<file path="src/rtl/wwsr_pkg.sv">
`timescale 1ns / 1ps
// ----------------------------------------------------------------------------
// wwsr_pkg
// Shared constants, codes and types of the whole-word stream remover.
// ----------------------------------------------------------------------------
package wwsr_pkg;

  localparam int MAX_WORD  = 32;
  localparam int FILL_W    = $clog2(MAX_WORD + 1);
  localparam int IDX_W     = (MAX_WORD > 1) ? $clog2(MAX_WORD) : 1;
  localparam int TL_W      = 6;
  localparam int TGT_REGS  = 4;
  localparam int CFG_IDX_W = 3;
  localparam int CFG_DAT_W = 64;
  localparam int CNT_W     = 32;
  localparam int OUT_DAT_W = 40;
  localparam int OUT_USR_W = 2;

  localparam logic [CFG_IDX_W-1:0] REG_TARGET_LENGTH = 3'd0;
  localparam logic [CFG_IDX_W-1:0] REG_TARGET_BYTES0 = 3'd1;
  localparam logic [CFG_IDX_W-1:0] REG_TARGET_BYTES1 = 3'd2;
  localparam logic [CFG_IDX_W-1:0] REG_TARGET_BYTES2 = 3'd3;
  localparam logic [CFG_IDX_W-1:0] REG_TARGET_BYTES3 = 3'd4;

  localparam logic [7:0] SEP_SPACE   = 8'h20;
  localparam logic [7:0] SEP_NEWLINE = 8'h0a;
  localparam logic [7:0] SEP_TAB     = 8'h09;
  localparam logic [7:0] SEP_PERIOD  = 8'h2e;
  localparam logic [7:0] SEP_COMMA   = 8'h2c;

  typedef enum logic [2:0] {
    ST_IDLE,
    ST_DECIDE,
    ST_EOS,
    ST_FLUSH_B,
    ST_FLUSH_T,
    ST_BYTE,
    ST_TRAIL
  } wwsr_state_e;

  typedef struct packed {
    logic accept;
    logic clr_pt;
    logic set_pt;
    logic store;
    logic drop;
    logic flush_start;
    logic emit_flush;
    logic emit_byte;
    logic emit_trail;
  } wwsr_cmd_t;

  typedef struct packed {
    logic is_sep;
    logic pass;
    logic fill_zero;
    logic room;
    logic match;
    logic flush_last;
    logic eos;
    logic out_free;
  } wwsr_stat_t;

endpackage

</file>
<file path="src/rtl/whole_word_stream_remover.sv">
`timescale 1ns / 1ps
// ----------------------------------------------------------------------------
// whole_word_stream_remover
// Drops whole words equal to a configured target from a byte stream.
// ----------------------------------------------------------------------------
// One byte is taken at a time. A byte that joins the held word is stored; a
// separator or pass-through byte is sent from ST_BYTE, after any flush that
// sends each held byte. End of stream adds a trailer, with ST_EOS before it
// unless the last byte was a word byte passed straight through. The single
// output register takes one result per cycle unless m_axis_tready stalls it.
// The user writes the target word and length through the cfg port (index 0
// length, 1 to 4 target bytes, lowest byte first) only while no byte is in
// flight; the block does not enforce this. The trailer carries the
// removed-word count and clears it.
// ----------------------------------------------------------------------------
module whole_word_stream_remover
  import wwsr_pkg::*;
(
  input  logic                 clk_i,
  input  logic                 rst_ni,
  input  logic                 s_axis_tvalid,
  output logic                 s_axis_tready,
  input  logic [7:0]           s_axis_tdata,   // data_byte
  input  logic                 s_axis_tlast,   // end_of_stream
  output logic                 m_axis_tvalid,
  input  logic                 m_axis_tready,
  output logic [OUT_DAT_W-1:0] m_axis_tdata,   // out_byte[7:0], removed_count[39:8]
  output logic [OUT_USR_W-1:0] m_axis_tuser,   // has_byte[0], stream_done[1]
  output logic                 m_axis_tlast,   // run_last
  input  logic                 cfg_valid_i,
  output logic                 cfg_ready_o,
  input  logic [CFG_IDX_W-1:0] cfg_index_i,
  input  logic [CFG_DAT_W-1:0] cfg_data_i
);

  wwsr_cmd_t  cmd;
  wwsr_stat_t stat;

  assign cfg_ready_o = 1'b1;

  wwsr_ctrl u_ctrl (
    .clk_i      (clk_i),
    .rst_ni     (rst_ni),
    .in_valid_i (s_axis_tvalid),
    .in_ready_o (s_axis_tready),
    .stat_i     (stat),
    .cmd_o      (cmd)
  );

  wwsr_datapath u_datapath (
    .clk_i       (clk_i),
    .rst_ni      (rst_ni),
    .in_data_i   (s_axis_tdata),
    .in_last_i   (s_axis_tlast),
    .cfg_valid_i (cfg_valid_i),
    .cfg_index_i (cfg_index_i),
    .cfg_data_i  (cfg_data_i),
    .cmd_i       (cmd),
    .stat_o      (stat),
    .m_ready_i   (m_axis_tready),
    .m_valid_o   (m_axis_tvalid),
    .m_data_o    (m_axis_tdata),
    .m_user_o    (m_axis_tuser),
    .m_last_o    (m_axis_tlast)
  );

endmodule

</file>
<file path="src/rtl/wwsr_datapath.sv">
`timescale 1ns / 1ps
// ----------------------------------------------------------------------------
// wwsr_datapath
// Target registers, word store, match compare, tally and output register.
// ----------------------------------------------------------------------------
module wwsr_datapath
  import wwsr_pkg::*;
(
  input  logic                 clk_i,
  input  logic                 rst_ni,
  input  logic [7:0]           in_data_i,
  input  logic                 in_last_i,
  input  logic                 cfg_valid_i,
  input  logic [CFG_IDX_W-1:0] cfg_index_i,
  input  logic [CFG_DAT_W-1:0] cfg_data_i,
  input  wwsr_cmd_t            cmd_i,
  output wwsr_stat_t           stat_o,
  input  logic                 m_ready_i,
  output logic                 m_valid_o,
  output logic [OUT_DAT_W-1:0] m_data_o,   // out_byte, removed_count
  output logic [OUT_USR_W-1:0] m_user_o,   // has_byte, stream_done
  output logic                 m_last_o    // run_last
);

  logic [TL_W-1:0]      tlen_q;
  logic [CFG_DAT_W-1:0] target_q [TGT_REGS];
  logic [7:0]           store_q  [MAX_WORD];
  logic [FILL_W-1:0]    fill_q, fill_d;
  logic [IDX_W-1:0]     idx_q;
  logic                 pt_q, pt_d;
  logic [CNT_W-1:0]     tally_q, tally_d;
  logic [7:0]           byte_q;
  logic                 eos_q;

  logic                 m_valid_q, m_valid_d;
  logic [7:0]           o_byte_q;
  logic [CNT_W-1:0]     o_cnt_q;
  logic                 o_has_q, o_done_q, o_last_q;

  logic [TL_W-1:0]      lim;
  logic                 bytes_eq;
  logic                 is_sep;
  logic                 load;

  // target length outside 1..MAX_WORD never matches
  assign lim = (tlen_q != '0 && tlen_q <= TL_W'(MAX_WORD)) ? tlen_q : '0;

  assign is_sep = (byte_q == SEP_SPACE) || (byte_q == SEP_NEWLINE) ||
                  (byte_q == SEP_TAB) || (byte_q == SEP_PERIOD) ||
                  (byte_q == SEP_COMMA);

  always_comb begin
    bytes_eq = 1'b1;
    for (int i = 0; i < MAX_WORD; i++) begin
      if (FILL_W'(i) < fill_q && store_q[i] != target_q[i / 8][(i % 8) * 8 +: 8]) begin
        bytes_eq = 1'b0;
      end
    end
  end

  assign stat_o.is_sep     = is_sep;
  assign stat_o.pass       = pt_q;
  assign stat_o.fill_zero  = (fill_q == '0);
  assign stat_o.room       = (TL_W'(fill_q) < lim);
  assign stat_o.match      = (lim != '0) && (TL_W'(fill_q) == lim) && bytes_eq;
  assign stat_o.flush_last = ((FILL_W'(idx_q) + FILL_W'(1)) == fill_q);
  assign stat_o.eos        = eos_q;
  assign stat_o.out_free   = !m_valid_q || m_ready_i;

  // configuration
  always_ff @(posedge clk_i or negedge rst_ni) begin
    if (!rst_ni) begin
      tlen_q <= TL_W'(1);
      for (int r = 0; r < TGT_REGS; r++) begin
        target_q[r] <= '0;
      end
    end else if (cfg_valid_i) begin
      unique case (cfg_index_i)
        REG_TARGET_LENGTH: tlen_q      <= cfg_data_i[TL_W-1:0];
        REG_TARGET_BYTES0: target_q[0] <= cfg_data_i;
        REG_TARGET_BYTES1: target_q[1] <= cfg_data_i;
        REG_TARGET_BYTES2: target_q[2] <= cfg_data_i;
        REG_TARGET_BYTES3: target_q[3] <= cfg_data_i;
        default: ;
      endcase
    end
  end

  // input byte and word store
  always_ff @(posedge clk_i) begin
    if (cmd_i.accept) begin
      byte_q <= in_data_i;
      eos_q  <= in_last_i;
    end
    if (cmd_i.store) begin
      store_q[fill_q[IDX_W-1:0]] <= byte_q;
    end
    if (cmd_i.flush_start) begin
      idx_q <= '0;
    end else if (cmd_i.emit_flush) begin
      idx_q <= idx_q + IDX_W'(1);
    end
  end

  always_comb begin
    fill_d  = fill_q;
    pt_d    = pt_q;
    tally_d = tally_q;
    if (cmd_i.store) begin
      fill_d = fill_q + FILL_W'(1);
    end
    if (cmd_i.drop) begin
      fill_d = '0;
      if (tally_q != '1) begin
        tally_d = tally_q + CNT_W'(1);
      end
    end
    if (cmd_i.emit_flush && stat_o.flush_last) begin
      fill_d = '0;
    end
    if (cmd_i.set_pt) begin
      pt_d = 1'b1;
    end
    if (cmd_i.clr_pt) begin
      pt_d = 1'b0;
    end
    if (cmd_i.emit_trail) begin
      fill_d  = '0;
      pt_d    = 1'b0;
      tally_d = '0;
    end
  end

  always_ff @(posedge clk_i or negedge rst_ni) begin
    if (!rst_ni) begin
      fill_q  <= '0;
      pt_q    <= 1'b0;
      tally_q <= '0;
    end else begin
      fill_q  <= fill_d;
      pt_q    <= pt_d;
      tally_q <= tally_d;
    end
  end

  // output register
  assign load = cmd_i.emit_flush || cmd_i.emit_byte || cmd_i.emit_trail;

  always_comb begin
    m_valid_d = m_valid_q;
    if (load) begin
      m_valid_d = 1'b1;
    end else if (m_ready_i) begin
      m_valid_d = 1'b0;
    end
  end

  always_ff @(posedge clk_i or negedge rst_ni) begin
    if (!rst_ni) begin
      m_valid_q <= 1'b0;
    end else begin
      m_valid_q <= m_valid_d;
    end
  end

  always_ff @(posedge clk_i) begin
    if (cmd_i.emit_flush) begin
      o_byte_q <= store_q[idx_q];
      o_cnt_q  <= '0;
      o_has_q  <= 1'b1;
      o_done_q <= 1'b0;
      o_last_q <= 1'b0;
    end else if (cmd_i.emit_byte) begin
      o_byte_q <= byte_q;
      o_cnt_q  <= '0;
      o_has_q  <= 1'b1;
      o_done_q <= 1'b0;
      o_last_q <= !eos_q;
    end else if (cmd_i.emit_trail) begin
      o_byte_q <= '0;
      o_cnt_q  <= tally_q;
      o_has_q  <= 1'b0;
      o_done_q <= 1'b1;
      o_last_q <= 1'b1;
    end
  end

  assign m_valid_o = m_valid_q;
  assign m_data_o  = {o_cnt_q, o_byte_q};
  assign m_user_o  = {o_done_q, o_has_q};
  assign m_last_o  = o_last_q;

endmodule

</file>
<file path="src/rtl/wwsr_ctrl.sv">
`timescale 1ns / 1ps
// ----------------------------------------------------------------------------
// wwsr_ctrl
// Sequencer: classifies each byte, steps flushes, byte and trailer output.
// ----------------------------------------------------------------------------
module wwsr_ctrl
  import wwsr_pkg::*;
(
  input  logic       clk_i,
  input  logic       rst_ni,
  input  logic       in_valid_i,
  output logic       in_ready_o,
  input  wwsr_stat_t stat_i,
  output wwsr_cmd_t  cmd_o
);

  wwsr_state_e state_q, state_d;

  always_ff @(posedge clk_i or negedge rst_ni) begin
    if (!rst_ni) begin
      state_q <= ST_IDLE;
    end else begin
      state_q <= state_d;
    end
  end

  // next state
  always_comb begin
    state_d = state_q;
    unique case (state_q)
      ST_IDLE: begin
        if (in_valid_i) state_d = ST_DECIDE;
      end
      ST_DECIDE: begin
        if (stat_i.is_sep) begin
          if (stat_i.pass || stat_i.fill_zero || stat_i.match) state_d = ST_BYTE;
          else state_d = ST_FLUSH_B;
        end else if (stat_i.pass) begin
          state_d = ST_BYTE;
        end else if (stat_i.room) begin
          state_d = stat_i.eos ? ST_EOS : ST_IDLE;
        end else begin
          state_d = stat_i.fill_zero ? ST_BYTE : ST_FLUSH_B;
        end
      end
      ST_EOS: begin
        if (stat_i.fill_zero || stat_i.match) state_d = ST_TRAIL;
        else state_d = ST_FLUSH_T;
      end
      ST_FLUSH_B: begin
        if (stat_i.out_free && stat_i.flush_last) state_d = ST_BYTE;
      end
      ST_FLUSH_T: begin
        if (stat_i.out_free && stat_i.flush_last) state_d = ST_TRAIL;
      end
      ST_BYTE: begin
        if (stat_i.out_free) begin
          if (!stat_i.eos) state_d = ST_IDLE;
          else state_d = stat_i.pass ? ST_TRAIL : ST_EOS;
        end
      end
      ST_TRAIL: begin
        if (stat_i.out_free) state_d = ST_IDLE;
      end
      default: state_d = ST_IDLE;
    endcase
  end

  // commands
  always_comb begin
    cmd_o      = '0;
    in_ready_o = 1'b0;
    unique case (state_q)
      ST_IDLE: begin
        in_ready_o   = 1'b1;
        cmd_o.accept = in_valid_i;
      end
      ST_DECIDE: begin
        if (stat_i.is_sep) begin
          if (stat_i.pass) cmd_o.clr_pt = 1'b1;
          else if (stat_i.fill_zero) cmd_o.drop = 1'b0;
          else if (stat_i.match) cmd_o.drop = 1'b1;
          else cmd_o.flush_start = 1'b1;
        end else if (!stat_i.pass) begin
          if (stat_i.room) begin
            cmd_o.store = 1'b1;
          end else begin
            cmd_o.set_pt      = 1'b1;
            cmd_o.flush_start = !stat_i.fill_zero;
          end
        end
      end
      ST_EOS: begin
        if (!stat_i.fill_zero) begin
          if (stat_i.match) cmd_o.drop = 1'b1;
          else cmd_o.flush_start = 1'b1;
        end
      end
      ST_FLUSH_B, ST_FLUSH_T: cmd_o.emit_flush = stat_i.out_free;
      ST_BYTE:                cmd_o.emit_byte  = stat_i.out_free;
      ST_TRAIL:               cmd_o.emit_trail = stat_i.out_free;
      default: ;
    endcase
  end

endmodule

</file>
<file path="config.mk">
export PLATFORM = sky130hd
export DESIGN_NAME = whole_word_stream_remover
export DESIGN_NICKNAME = d
export VERILOG_FILES = /design/src/rtl/wwsr_pkg.sv /design/src/rtl/whole_word_stream_remover.sv /design/src/rtl/wwsr_datapath.sv /design/src/rtl/wwsr_ctrl.sv
export SDC_FILE = /design/constraint.sdc
export NUM_CORES = 1
export LEC_CHECK = 0
export ABC_AREA = 1
export BUFFER_PORTS_ARGS = -buffer_cell sky130_fd_sc_hd__buf_2
export CAP_MARGIN = 15
export CORE_ASPECT_RATIO = 0.7
export CORE_UTILIZATION = 25
export CTS_CLUSTER_SIZE = 40
export DETAILED_ROUTE_END_ITERATION = 16
export SKIP_LAST_GASP = 1
export SLEW_MARGIN = 20
export SYNTH_ARGS = -nofsm -noshare
export SYNTH_HDL_FRONTEND = slang
export SYNTH_HIERARCHICAL = 1
export SYNTH_SLANG_ARGS = --single-unit
export TNS_END_PERCENT = 50
</file>
<file path="constraint.sdc">
create_clock -name clk_i -period 3.73 [get_ports clk_i]
set_clock_uncertainty 0.2 [all_clocks]
set_input_delay 0.1865 -clock clk_i [delete_from_list [all_inputs] [get_ports clk_i]]
set_output_delay 0.1865 -clock clk_i [all_outputs]
set_load 0.01 [all_outputs]
</file>
==> impl_results.md <==
- Final min period: between 3 and 4 ns
- Register area share after synthesis: between 50 and 60%
- Most used flip-flop cell after synthesis: dfrtp_1
- Total grt overflow: 0
- TritonCTS Buffers: 61
- Final Cycle Share: 92.6%
- Mapped Nets: 3194
- Fin nets: 3416
- Sink Count: 623
- Most used cell, CP: buf_4
- Area Overhead vs Synth: 19.5%
- Initial DRC Count: roughly 3.3k
- Tot GR Track Use: 16.7%
- Max_cap viols: 0
- Flop pwr share: approximately two fifths
- Max-Slew Margin vs Limit: between 30 and 40%
- Syn Std Cell Area: 0.0288 sq mm
- CP peak stage delay: 0.55 ns
- Initial core utilization: 25.4%
- Gpl congestion: roughly 0.97
- First-pass GRT wire length: 146000 um
- Sw Share: 37.3%
- Design Power: about 22 mW
- Hold WC Path Type: in2async
- Dominant cell type by area after synthesis: edfxtp_1
- Startpoint Class: flop
- Warnings from Yosys: 6
- Avg Vias per Cell: 4.77
- Slew at the pin closest to its max-slew limit: 1.04 ns
- HPWL Detailed: 73200 um
- Largest net degree at the start of global routing: 107
- Post-synthesis area per instance: 9.30 sq um
- Main area contributors after synthesis: edfxtp_1 (28%), dfrtp_1 (26%), nand2_1 (9.9%)
- # IOs: 127
- Cells after Synth: 3101
- Die ar.: 0.117 sq mm
- DP Area: 0.0316 sq mm
- # setup viols final: 0
- Crit path max-delay cell type: dfstp_2
- Slew Limit Fails: 0
- CTS root buf: clkbuf_16
- Die height: 286 um
- Drt pass-1 iters: 6
- Crit Path Max Fanout: 11
- Status: finished clean
- # DRC: 0
- ANT nets after route: 0
- Chip width: 408 um
- Static leakage: 14.1 nW
- Post-synthesis register bit count: 623
- Yosys top cell area share: 28.4%
- Later-pin clock latency in the skew report: 0.67 ns
- Core Region: ~0.11 sq mm
- # port buffers: 125
- VDD IR max: 0.000452 V
- Unique masters post-synth: 48
- CTS tree: yes
- Internal cell power: 13.7 mW
- Comb power frac: 29.5%
- Layout cell share with drive strength beyond 1: 12.0%
- CP cell instances: nor2_2, nand3_1, xor2_1, inv_1, nand2_1, ha_1, inv_1, nor2_1, o21ai_0, o211a_1, nand3_1, nor2_1, buf_4, nand2_1, buf_4, nor2_2, buf_4
- RSZ-0062 raised after global routing: true
- Cell area after layout: 0.0344 sq mm
- CP Capture Type: flop
- Post-synth ARST share: 49.0%
- Htree depth: 2
- Row Count: 103
- Clock Path Buffers: 3
- Routed WL: 100000 um
- WL/cell: 20.4 um
- Switching power: a little over 8 mW
- Peak Freq: 0.290 GHz
- Crit path kind: reg2reg
- CP required: 3.89 ns
- Initial antenna violation count: 4
- Via count: 23.4k
- Number of flops mapped to enable cells by yosys: 273
- Final Hold Fails: 0
- Clock power share: 28.4%
- Crit path DAT: between 3 and 4 ns
- Vias in the first global route: 21.5k
- Util after Layout: a little under a third
- Power density over the cells: around 630 mW/mm^2
- Clk slew on worst S/H paths: 0.07 ns
power groups by stage:
stage	Combinational, mW	Clock, mW	Sequential (mW)
global placement	6.10	0	9.27
detailed placement	6.15	0	9.28
CTS	6.24	6.32	9.16
global route	7.03	6.57	9.28
floorplan	4.00	0	8.88
finish	6.45	6.21	9.18
sequential cells by signal (all words and copies together) (netlist names), named ones only:
name,cells
u_ctrl/state_q,3
u_datapath/byte_q,8
u_datapath/eos_q,1
u_datapath/fill_q,6
u_datapath/idx_q,5
u_datapath/m_last_o,1
u_datapath/m_valid_o,1
u_datapath/o_byte_q,8
u_datapath/o_cnt_q,32
u_datapath/o_done_q,1
u_datapath/o_has_q,1
u_datapath/pt_q,1
u_datapath/store_q,256
u_datapath/tally_q,32
u_datapath/target_q,256
u_datapath/tlen_q,6
layout make-up:
class | instances | area (sq um)
Sequential cell | 623 | 16700
Fill cell | 11800 | 79100
Timing Repair Buffer | 307 | 2300
Inverter | 226 | 848
Clock buffer | 91 | 1780
Clock inverter | 25 | 209
Antenna cell | 2 | 5.00
Multi-Input combinational cell | 2104 | 10700
Tap cell | 1522 | 1900
critical path: cells and delay by family (launching register included):
kind	cells	cell delay, ns
buffers and inverters	5	0.76
AND/OR/NAND/NOR	8	0.73
adder cells (fa/ha/maj)	1	0.23
flip-flops	1	0.55
XOR/XNOR	1	0.18
AO/OA/AOI/OAI	2	0.49
per-layer routing:
layer,part of all wire (%),vias to the layer above,global-route usage (%)
met5,0.013,-,0
met2,38,1179,21.9
li1,-,10700,-
met4,1.8,2,3.53
met1,46,11300,25.3
met3,13,119,6.38
kinds of logic after synthesis:
group | share of synthesized area [%]
DFF | 58.0
xor gates and xnor gates | 7.08
adders and majority gates | 0.521
AOI/OAI and AO/OA | 11.5
buffers and inverters | 5.27
and+or+nand+nor | 17.6
other | 0.0130
cells in the final DEF (no fill, tap or decap), types with 12 or more instances in the layout:
cell type        n
nand2_1        762
o21ai_0        425
dfrtp_1        304
nor2_1         289
edfxtp_1       273
inv_1          216
xnor2_1        182
buf_2          124
buf_4           96
dlygate4sd3_1   78
nand3_1         75
clkbuf_16       64
a21oi_1         64
xor2_1          51
dfxtp_1         42
o22ai_1         40
nand4_1         31
o211ai_1        28
nor3_1          23
or2_2           21
o21ai_1         19
clkbuf_1        18
clkinv_2        13
ha_1            12
cells in the mapped netlist, types with 2 or more instances:
library cell  count
nand2_1         763
o21ai_0         426
dfrtp_1         304
nor2_1          297
edfxtp_1        273
inv_1           216
xnor2_1         182
clkbuf_1         96
nand3_1          78
a21oi_1          64
xor2_1           51
dfxtp_1          45
o22ai_1          40
buf_2            31
nand4_1          31
o211ai_1         28
nor3_1           23
or2_2            21
o21ai_1          18
buf_4            12
ha_1             12
inv_2             9
a31o_2            8
o221ai_1          8
a211oi_1          7
nand3b_1          7
nor3_2            6
nand2_2           5
nor2_2            5
o31ai_1           5
buf_1             4
buf_6             4
o21ai_2           4
nand3_2           2
nor4_2            2
o21bai_1          2
repair_timing:
item | CTS | global route
hold buffers | 78 | 0
setup buffers | 0 | 2
setup endpoints to repair | 0 | 46
endpoints found under the hold margin | 397 | 0
gates resized for setup | 0 | 9
per-stage QoR:
| step | TNS, ns | hold WS (ns) | cells | setup slack [ns] |
|---|---|---|---|---|
| 2_1_floorplan | 0 | -0.309 | 3101 | 0.406 |
| 3_3_place_gp | 0 | 0.141 | 4702 | 0.179 |
| 3_5_place_dp | 0 | 0.151 | 4702 | 0.172 |
| 4_1_cts | 0 | 0.0103 | 4896 | 0.140 |
| 5_1_grt | -0.0313 | 0.0434 | 4900 | -0.0130 |
| 6_report | 0 | 0.00583 | 4900 | 0.278 |
path summary, 6_finish.rpt:
path	from	slack (ns)	cells after the start	to
max	u_datapath/tlen_q[0]	0.28	17	u_datapath/store_q[31][5]
min	rst_ni	0.006	2	u_datapath/target_q[28]
max reg2reg	u_datapath/tlen_q[0]	0.28	17	u_datapath/store_q[31][5]
min reg2reg	u_datapath/o_cnt_q[23]	0.26	2	u_datapath/o_cnt_q[23]
max in group asynchronous	rst_ni	2.41	3	u_datapath/target_q[5]
min in group clk_i	s_axis_tdata[1]	0.07	2	u_datapath/byte_q[1]
Power figures use the tool's default switching activity.
